==> src/rtl/tempa_pkg.sv <==
`timescale 1ns / 1ps
// ----------------------------------------------------------------------------
// tempa_pkg: shared types, constants and functions
// Register indexes, reset values, the result and segment types and the segment table
// used by the temperature alarm block.
// ----------------------------------------------------------------------------
package tempa_pkg;

   localparam int unsigned CSR_ADDR_W = 2;
   localparam int unsigned CSR_DATA_W = 16;

   localparam logic [CSR_ADDR_W-1:0] CSR_THRESHOLD_START = 2'd0;
   localparam logic [CSR_ADDR_W-1:0] CSR_THRESHOLD_WRAP  = 2'd1;
   localparam logic [CSR_ADDR_W-1:0] CSR_SAMPLE_INTERVAL = 2'd2;

   localparam logic [7:0]  THRESHOLD_START_RST = 8'd40;
   localparam logic [7:0]  THRESHOLD_WRAP_RST  = 8'd150;
   localparam logic [15:0] SAMPLE_INTERVAL_RST = 16'd140;

   localparam logic KIND_TICK = 1'b0;
   localparam logic KIND_BUMP = 1'b1;

   // Outcome of one transaction before segment encoding
   typedef struct packed {
      logic       buzzer;
      logic       alarm_latched;
      logic [7:0] shown_value;
   } result_type;

   typedef struct packed {
      logic [7:0] hundreds;
      logic [7:0] tens;
      logic [7:0] units;
   } segments_type;

   // Common-anode (active-low) codes for digits 0..9
   function automatic logic [7:0] seg_code(input logic [3:0] digit);
      logic [7:0] code;
      unique case (digit)
         4'd0:    code = 8'hC0;
         4'd1:    code = 8'hF9;
         4'd2:    code = 8'hA4;
         4'd3:    code = 8'hB0;
         4'd4:    code = 8'h99;
         4'd5:    code = 8'h92;
         4'd6:    code = 8'h82;
         4'd7:    code = 8'hF8;
         4'd8:    code = 8'h80;
         4'd9:    code = 8'h90;
         default: code = 8'hC0;
      endcase
      return code;
   endfunction

endpackage

==> src/rtl/tempa_core.sv <==
`timescale 1ns / 1ps
// ----------------------------------------------------------------------------
// tempa_core: configuration registers and alarm state
// Applies one tick or bump per accepted transaction, runs the alarm rule and
// presents the outcome of the transaction being accepted.
// ----------------------------------------------------------------------------
module tempa_core (
   input  logic                                 clock,
   input  logic                                 reset,
   input  logic                                 csr_we,
   input  logic [tempa_pkg::CSR_ADDR_W-1:0]     csr_addr,
   input  logic [tempa_pkg::CSR_DATA_W-1:0]     csr_wdata,
   input  logic                                 step,
   input  logic                                 kind,
   input  logic [7:0]                           adc_sample,
   input  logic                                 button,
   output tempa_pkg::result_type                result
);
   import tempa_pkg::*;

   logic [7:0]  thr_wrap_ff;
   logic [15:0] interval_ff;
   logic [7:0]  threshold_ff,  threshold_in;
   logic [7:0]  latched_ff,    latched_in;
   logic [7:0]  display_ff,    display_in;
   logic [15:0] tick_ff,       tick_in;
   logic        alarm_ff,      alarm_in;
   logic        buzzer_in;

   logic [15:0] tick_inc;
   logic [7:0]  thr_inc;

   always_comb begin
      tick_inc     = tick_ff + 16'd1;
      thr_inc      = threshold_ff + 8'd1;
      threshold_in = threshold_ff;
      latched_in   = latched_ff;
      display_in   = display_ff;
      tick_in      = tick_ff;
      if (kind == KIND_TICK) begin
         if (tick_inc == interval_ff) begin
            latched_in = adc_sample;
            display_in = adc_sample;
            tick_in    = '0;
         end else begin
            tick_in = tick_inc;
         end
      end else begin
         display_in   = thr_inc;
         threshold_in = (thr_inc == thr_wrap_ff) ? 8'd1 : thr_inc;
      end

      alarm_in  = alarm_ff;
      buzzer_in = 1'b0;
      priority if (latched_in >= threshold_in) begin
         buzzer_in = 1'b1;
         alarm_in  = 1'b1;
      end else if (!alarm_ff) begin
         buzzer_in = 1'b0;
      end else if (button) begin
         buzzer_in = 1'b1;
      end else begin
         // button released: drop the latch
         buzzer_in = 1'b0;
         alarm_in  = 1'b0;
      end
   end

   assign result = '{buzzer: buzzer_in, alarm_latched: alarm_in, shown_value: display_in};

   always_ff @(posedge clock) begin
      if (reset) begin
         thr_wrap_ff  <= THRESHOLD_WRAP_RST;
         interval_ff  <= SAMPLE_INTERVAL_RST;
         threshold_ff <= THRESHOLD_START_RST;
         latched_ff   <= '0;
         display_ff   <= '0;
         tick_ff      <= '0;
         alarm_ff     <= 1'b0;
      end else if (csr_we) begin
         unique case (csr_addr)
            CSR_THRESHOLD_START: threshold_ff <= csr_wdata[7:0];
            CSR_THRESHOLD_WRAP:  thr_wrap_ff <= csr_wdata[7:0];
            CSR_SAMPLE_INTERVAL: interval_ff <= csr_wdata;
            default: ;
         endcase
      end else if (step) begin
         threshold_ff <= threshold_in;
         latched_ff   <= latched_in;
         display_ff   <= display_in;
         tick_ff      <= tick_in;
         alarm_ff     <= alarm_in;
      end
   end

endmodule

==> src/rtl/tempa_seg.sv <==
`timescale 1ns / 1ps
// ----------------------------------------------------------------------------
// tempa_seg: three-digit seven-segment encoder
// Splits an 8-bit value into hundreds, tens and units and maps each digit
// to its active-low segment code.
// ----------------------------------------------------------------------------
module tempa_seg (
   input  logic [7:0]              value,
   output tempa_pkg::segments_type segs
);
   import tempa_pkg::*;

   logic [1:0]  hundreds;
   logic [6:0]  rest;
   logic [14:0] tens_prod;
   logic [3:0]  tens;
   logic [3:0]  units;
   logic [6:0]  tens_x10;

   always_comb begin
      priority if (value >= 8'd200) begin
         hundreds = 2'd2;
         rest     = 7'(value - 8'd200);
      end else if (value >= 8'd100) begin
         hundreds = 2'd1;
         rest     = 7'(value - 8'd100);
      end else begin
         hundreds = 2'd0;
         rest     = value[6:0];
      end
      // rest / 10 as rest * 205 >> 11, exact below 100
      tens_prod = 15'(rest) * 15'd205;
      tens      = tens_prod[14:11];
      tens_x10  = 7'(tens) * 7'd10;
      units     = 4'(rest - tens_x10);
   end

   assign segs = '{hundreds: seg_code({2'b00, hundreds}),
                   tens:     seg_code(tens),
                   units:    seg_code(units)};

endmodule

==> src/rtl/temperature_alarm_with_display.sv <==
`timescale 1ns / 1ps
// ----------------------------------------------------------------------------
// temperature_alarm_with_display: threshold alarm with 3-digit display codes
// Top level: stream ports, configuration port and the result register.
// ----------------------------------------------------------------------------
// Each transaction on req_ is a timer tick carrying an ADC sample (tuser 0)
// or a threshold bump (tuser 1) and yields exactly one result on rsp_ in the
// next cycle. The block takes one transaction per clock: the state update,
// alarm rule and digit split all sit ahead of the single result register,
// and req_tready stays high while that register is empty or being drained.
// Writes on csr_ take effect at once; writing threshold_start also reloads
// the threshold. Write configuration only while no transaction is pending.
module temperature_alarm_with_display (
   input  logic                              clock,
   input  logic                              reset,
   input  logic                              csr_we,
   input  logic [tempa_pkg::CSR_ADDR_W-1:0]  csr_addr,
   input  logic [tempa_pkg::CSR_DATA_W-1:0]  csr_wdata,
   input  logic                              req_tvalid,
   output logic                              req_tready,
   input  logic [15:0]                       req_tdata,  // adc_sample[7:0], button[8], zeros
   input  logic                              req_tuser,  // kind
   output logic                              rsp_tvalid,
   input  logic                              rsp_tready,
   output logic [39:0]                       rsp_tdata   // buzzer, alarm_latched,
                                                         // shown_value, hundreds, tens, units
);
   import tempa_pkg::*;

   logic         step;
   result_type   result;
   segments_type segs;
   logic         rsp_valid_ff;
   logic [33:0]  rsp_data_ff;

   assign req_tready = !rsp_valid_ff || rsp_tready;
   assign step       = req_tvalid && req_tready;

   tempa_core u_core (
      .clock      (clock),
      .reset      (reset),
      .csr_we     (csr_we),
      .csr_addr   (csr_addr),
      .csr_wdata  (csr_wdata),
      .step       (step),
      .kind       (req_tuser),
      .adc_sample (req_tdata[7:0]),
      .button     (req_tdata[8]),
      .result     (result)
   );

   tempa_seg u_seg (
      .value (result.shown_value),
      .segs  (segs)
   );

   always_ff @(posedge clock) begin
      if (reset) begin
         rsp_valid_ff <= 1'b0;
      end else if (step) begin
         rsp_valid_ff <= 1'b1;
      end else if (rsp_tready) begin
         rsp_valid_ff <= 1'b0;
      end
   end

   // payload: hold while stalled, load on each accepted transaction
   always_ff @(posedge clock) begin
      if (step) begin
         rsp_data_ff <= {segs.units, segs.tens, segs.hundreds, result.shown_value,
                         result.alarm_latched, result.buzzer};
      end
   end

   assign rsp_tvalid = rsp_valid_ff;
   assign rsp_tdata  = {6'd0, rsp_data_ff};

endmodule

==> config.mk <==
export PLATFORM = sky130hd
export DESIGN_NAME = temperature_alarm_with_display
export DESIGN_NICKNAME = d
export VERILOG_FILES = /design/src/rtl/tempa_pkg.sv /design/src/rtl/tempa_core.sv /design/src/rtl/tempa_seg.sv /design/src/rtl/temperature_alarm_with_display.sv
export SDC_FILE = /design/constraint.sdc
export NUM_CORES = 1
export LEC_CHECK = 0
export BUFFER_PORTS_ARGS = -buffer_cell sky130_fd_sc_hd__buf_4
export CORE_MARGIN = 3
export CORE_UTILIZATION = 40
export CTS_CLUSTER_DIAMETER = 200
export CTS_CLUSTER_SIZE = 28
export DETAILED_ROUTE_END_ITERATION = 16
export SYNTH_ARGS = -nofsm -noshare
export SYNTH_HDL_FRONTEND = slang
export SYNTH_SLANG_ARGS = --single-unit
==> constraint.sdc <==
create_clock -name clock -period 15.6 [get_ports clock]
set_clock_uncertainty 0.15 [all_clocks]
set_input_delay 2.34 -clock clock [delete_from_list [all_inputs] [get_ports clock]]
set_output_delay 2.34 -clock clock [all_outputs]
set_load 0.005 [all_outputs]
# Word-level counts from Yosys, hierarchy flattened
# Memory sizes are Yosys's and may differ from the RTL's. A register that Yosys moved wholly into a read port is not among the register bits.
# Cells that the tools add are included.
# word_totals
romBits	224
out_inout_bits	42
memories	2
register_bits	100
# memory_table
memory	words	word_bits	read_ports	rd_clocked_by_memory_dff	wr	line_no	source
(name not given)	16	7	1	1	0	tempa_pkg.sv:39	unique case (digit)
(name not given)	16	7	1	1	0	tempa_pkg.sv:39	
# classes
n_mul	2
muxes	20
add_sub_neg	5
n_bitwise	2
n_reduce_logical	12
n_lt_le_gt_ge	3
eq_ne	8
# ops
operator	count
$mux 8	9
$pmux 8 s4	1
$add 16x1->16 const B	1
$eq 16x16->1	1
$mux 16	1
$mul 7x8->15 const B	1
$mux 7	2
$sub 7x7->7 const B	2
$add 8x1->8 const B	1
$eq 8x8->1	1
$ge 8x7->1 const B	1
$ge 8x8->1	1
$ge 8x8->1 const B	1
$reduce_and 2->1	4
$eq 2x2->1 const B	3
$mux 1	6
$eq 2x1->1 const B	2
$logic_not 2->1	2
$mul 4x3->3 const B	1
$reduce_bool 2->1	2
$sub 4x4->4	1
$reduce_and 3->1	1
$mux 2	1
$ne 2x1->1 const B	1
other kinds (4)	5

# Longest topological paths before layout
# logic_depth
depth_word	10
depth_mapped	40
depth_no_buf	37

# Cells and area by module
# Synthesis repeated with hierarchy kept, for this count alone.
# unflattened
cells_unflattened	798
hier_area_um2	7111.8
# by_module_without_submodules
module	instances	cells_per_inst	area_per_inst_um2
tempa_core	1	550	4316.6
tempa_seg	1	202	1670.4
temperature_alarm_with_display	1	46	1124.8

# Least setup slack after synthesis
# Ideal clock, no wire load.
# synth_timing
path_kind	input to register
from	input req_tuser
to	register rsp_data_ff[30] (data pin)
setup_ns	0.261
arrival_time_ns	9.463
stages	34
n_path_buf	3
setup_slack_ns	5.726
cell_sequence	clkbuf_1 > inv_1 > clkbuf_1 > clkbuf_1 > a311o_1 > ha_1 > nand2_1 > or3_1 > a31oi_1 > a211oi_1 > nand4b_1 > nor2_1 > or3_1 > a21oi_1 > o22ai_1 > ha_1 > ha_1 > fa_1 > inv_1 > fa_1 > inv_1 > ha_1 > nand4_1 > a211oi_1 > o41ai_2 > o31ai_1 > a21boi_2 > xnor2_1 > ha_1 > fa_1 > xor2_1 > xnor2_1 > xnor3_2 > a311o_1
# synth_via
elab_chain_cells	7
# synth_lines
element	line_no	source
from (decl)	temperature_alarm_with_display.sv:22	input logic req_tuser,
$mux 8 (*)	tempa_core.sv:40	if (kind == KIND_TICK) begin
$sub 7x7->7 / $ge 8x7->1 (equally long branches)	tempa_seg.sv:26, tempa_seg.sv:24	
$mux 7	tempa_seg.sv:24	end else if (value >= 8'd100) begin
$mux 7 (*)	tempa_seg.sv:21	priority if (value >= 8'd200) begin
$mul 7x8->15	tempa_seg.sv:32	tens_prod = 15'(rest) * 15'd205;
$mul 4x3->3	tempa_seg.sv:34	tens_x10 = 7'(tens) * 7'd10;
$sub 4x4->4 (*)	tempa_seg.sv:35	units = 4'(rest - tens_x10);
to (decl)	temperature_alarm_with_display.sv:34	logic [33:0] rsp_data_ff;
# Every way passes the cells marked *; elsewhere a longest branch is shown, timed or not.
# A chain may end at the register's enable or synchronous reset.

# Worst setup path in the final report
# layout_timing
from	register u_core.tick_ff[0]
to	register rsp_data_ff[30] (data pin)
# layout_via
elab_chain_cells	10
# layout_lines
element	line_no	source
from (decl)	tempa_core.sv:26	logic [15:0] tick_ff, tick_in;
from (signal assigned)	tempa_core.sv:91	tick_ff <= tick_in;
$add 16x1->16 (*)	tempa_core.sv:34	tick_inc = tick_ff + 16'd1;
$eq 16x16->1 (*)	tempa_core.sv:41	if (tick_inc == interval_ff) begin
$mux 8 (*)	tempa_core.sv:41	
$mux 8 (*)	tempa_core.sv:40	
$sub 7x7->7 / $ge 8x7->1 (equally long branches)	tempa_seg.sv:26, tempa_seg.sv:24	
$mux 7	tempa_seg.sv:24	
$mux 7 (*)	tempa_seg.sv:21	
$mul 7x8->15	tempa_seg.sv:32	
$mul 4x3->3	tempa_seg.sv:34	
$sub 4x4->4 (*)	tempa_seg.sv:35	
# Marked as above.

==> metrics.txt <==
gr usage total=0.184; placer congestion estimate=a little under 0.9; Initial Util=0.413; crit path max fanout=14; Row Count=between 40 and 50; Worst EP required=15.55 ns; final core occ=0.467; drt drc=0; Distinct cells, synth=75; DP Area=7160 um^2; Hold WC Path Type=reg2reg; post-DR vias/cell=5.44; CP Class=reg2reg; diode count=0; main combinational cell family by area after synthesis=simple AND/OR/NAND/NOR gates; CTS tree=built; Syn. warnings=0; Setup violations, final=0; unrepaired setup endpoints after global routing=false; die width=134 um; initial antenna violation count=0; drt initial violations=270; Overflow after GRT=0; Setup TNS=0 ns; PnR worst setup slack=roughly 4.8 ns; Pleak=~3.2 nW; Die Area=18,100 um^2; largest net degree at the start of global routing=67; total routed wirelength=approximately 16,000 um; post-synthesis sequential area ratio=0.323; CTS H-Tree Depth=3; Die Y=134 um; Buf/Inv on CP=3; Mapped Avg Cell Area=around 8.6 um^2; Hold WS=0.310 ns; Most common cell on crit path=ha_1; Core ar.=16,000 um^2; Overall Power=between 1 and 1.5 mW; min Tclk post-route=10.77 ns; TritonCTS Buffers=9; mux share of post-synthesis cell area=0.0324; post-CTS setup buffer count=0; Worst path top cell family by delay=adder cells; worst relative slew slack=0.269; port buffer count=64; Worst setup EP type=flip-flop; number of global-route vias before repair=5,379; Mapped Area=6600 um^2; clock tree sinks=93; status=complete, no violations; type of origin of the critical path=flip-flop; Syn Inst Count=768; Fill cells=between 1,500 and 2,000; root buf cell=clkbuf_16; Ports=approximately 80; post-cts sizing count=0; Final Max Slew Viols=0; Pre-antenna DRT Iters=5; commonest non-fill, non-tap cell in the layout=nor2_1; P per Cell Area=135 nW/um^2; layout cell share with drive strength beyond 1=0.140; Top FF cell, synth=dfxtp_1; final worst-path cycle share=0.690; Slew @ Worst Pin=1.10 ns; post-synthesis compound-gate area fraction=0.167; Post-Synth XOR/XNOR Area=0.0646; Placed Cells=slightly above 1,000; fmax=92.9 MHz; register bit total from synthesis=93; post-place setup slack=4.86 ns; wire per inst=15.8 um; CTS Hold Bufs=0; Clock Path Buffers=2; Post-Synth Adder-Cell Area=0.130; antenna-violating nets left=0; Layout area overhead=13.2%; most frequent cells in the layout=nor2_1, nand2_1, buf_4; Arrival @ worst endpoint=between 10 and 15 ns; Post-synth EDFFs=27; Skew-Pair Late Insertion Delay=0.35 ns; Final Hold Vio Count=0; CP peak stage delay=0.75 ns; global-route wire length before repair=between 20,000 and 30,000 um; post-DP HPWL=12,300 um; Layout Cell Area excl Fill=7480 um^2; max_cap viols=0; via count=5,581; Nets=roughly 910; CP max-delay cell=nor3_2; Synth Area in Simple Gates=0.222; clk slew on worst S/H paths=0.07 ns; VDD IR max=around 0.089 mV; asr flop ratio synth=0; non-filler instance count after layout=just over 1,000
worst reg2reg max path, delay by kind of cell, from the launching register on:
family          cells  cell delay (ns)
compound gates     12             2.91
flops               1             0.49
fa+ha+maj           9             2.90
simple gates        9             2.52
xor+xnor            4             1.15
buf+inv             3             0.42
synthesized netlist by cell type (all sizes together) (9+ instances only):
cell type | instances | area [um^2]
and3 | 9 | 61.3
nand3 | 17 | 103
edfxtp | 27 | 811
a211oi | 13 | 103
nor3b | 10 | 75.1
mux2i | 12 | 120
dfxtp | 66 | 1320
xor2 | 25 | 219
a31oi | 9 | 56.3
nor3 | 23 | 130
nor2 | 91 | 342
xnor2 | 21 | 184
fa | 9 | 180
ha | 54 | 676
nand2 | 81 | 304
nor4 | 9 | 77.6
a21oi | 64 | 320
buf | 23 | 148
clkbuf | 28 | 106
inv | 38 | 145
o21ai | 24 | 120
logic make-up after synthesis:
family                     after synthesis
muxes                                   20
adders and majority gates               63
and+or+nand+nor                        290
xor gates and xnor gates                47
DFF                                     93
buffers and inverters                   90
other                                    2
AOI/OAI and AO/OA                      163
flip-flops by register name, summed over array words and instances, names as in the netlist:
| signal | count |
|---|---|
| u_core.tick_ff | 16 |
| u_core.threshold_ff | 8 |
| u_core.interval_ff | 16 |
| u_core.alarm_ff | 1 |
| rsp_data_ff | 27 |
| u_core.latched_ff | 8 |
| u_core.thr_wrap_ff | 8 |
| rsp_tvalid | 1 |
| u_core.display_ff | 8 |
metal layers:
layer  track usage  vias up  part of all wire
li1              -     2779                 -
met1         0.249     2607              0.46
met2         0.301      175              0.47
met3        0.0361       20             0.053
met4        0.0532        0             0.014
met5             0        -                 0
area by class of cell:
cell class                 instances  area (um^2)  area share
multi-input combinational        593         4100       0.548
sequential                        93         2130       0.285
timing repair buffer              68          510      0.0683
tap                              216          270      0.0361
clock buffer                      12          267      0.0356
inverter                          39          149      0.0199
clock inverter                     4         51.3     0.00686
final timing paths:
path | endpoint | startpoint | cells after the start | slack (ns)
worst max-delay path | rsp_data_ff[30] | u_core.tick_ff[0] | 37 | 4.83
worst min-delay path | u_core.alarm_ff | u_core.alarm_ff | 2 | 0.31
worst max register to register | rsp_data_ff[30] | u_core.tick_ff[0] | 37 | 4.83
worst min register to register | u_core.alarm_ff | u_core.alarm_ff | 2 | 0.31
power by group:
part	internal, mW	total (mW)	switching [mW]
logic	0.202	0.461	0.259
registers	0.299	0.311	0.0116
clock network	0.138	0.234	0.0957
No activity file was read; power rests on OpenSTA's default activity.
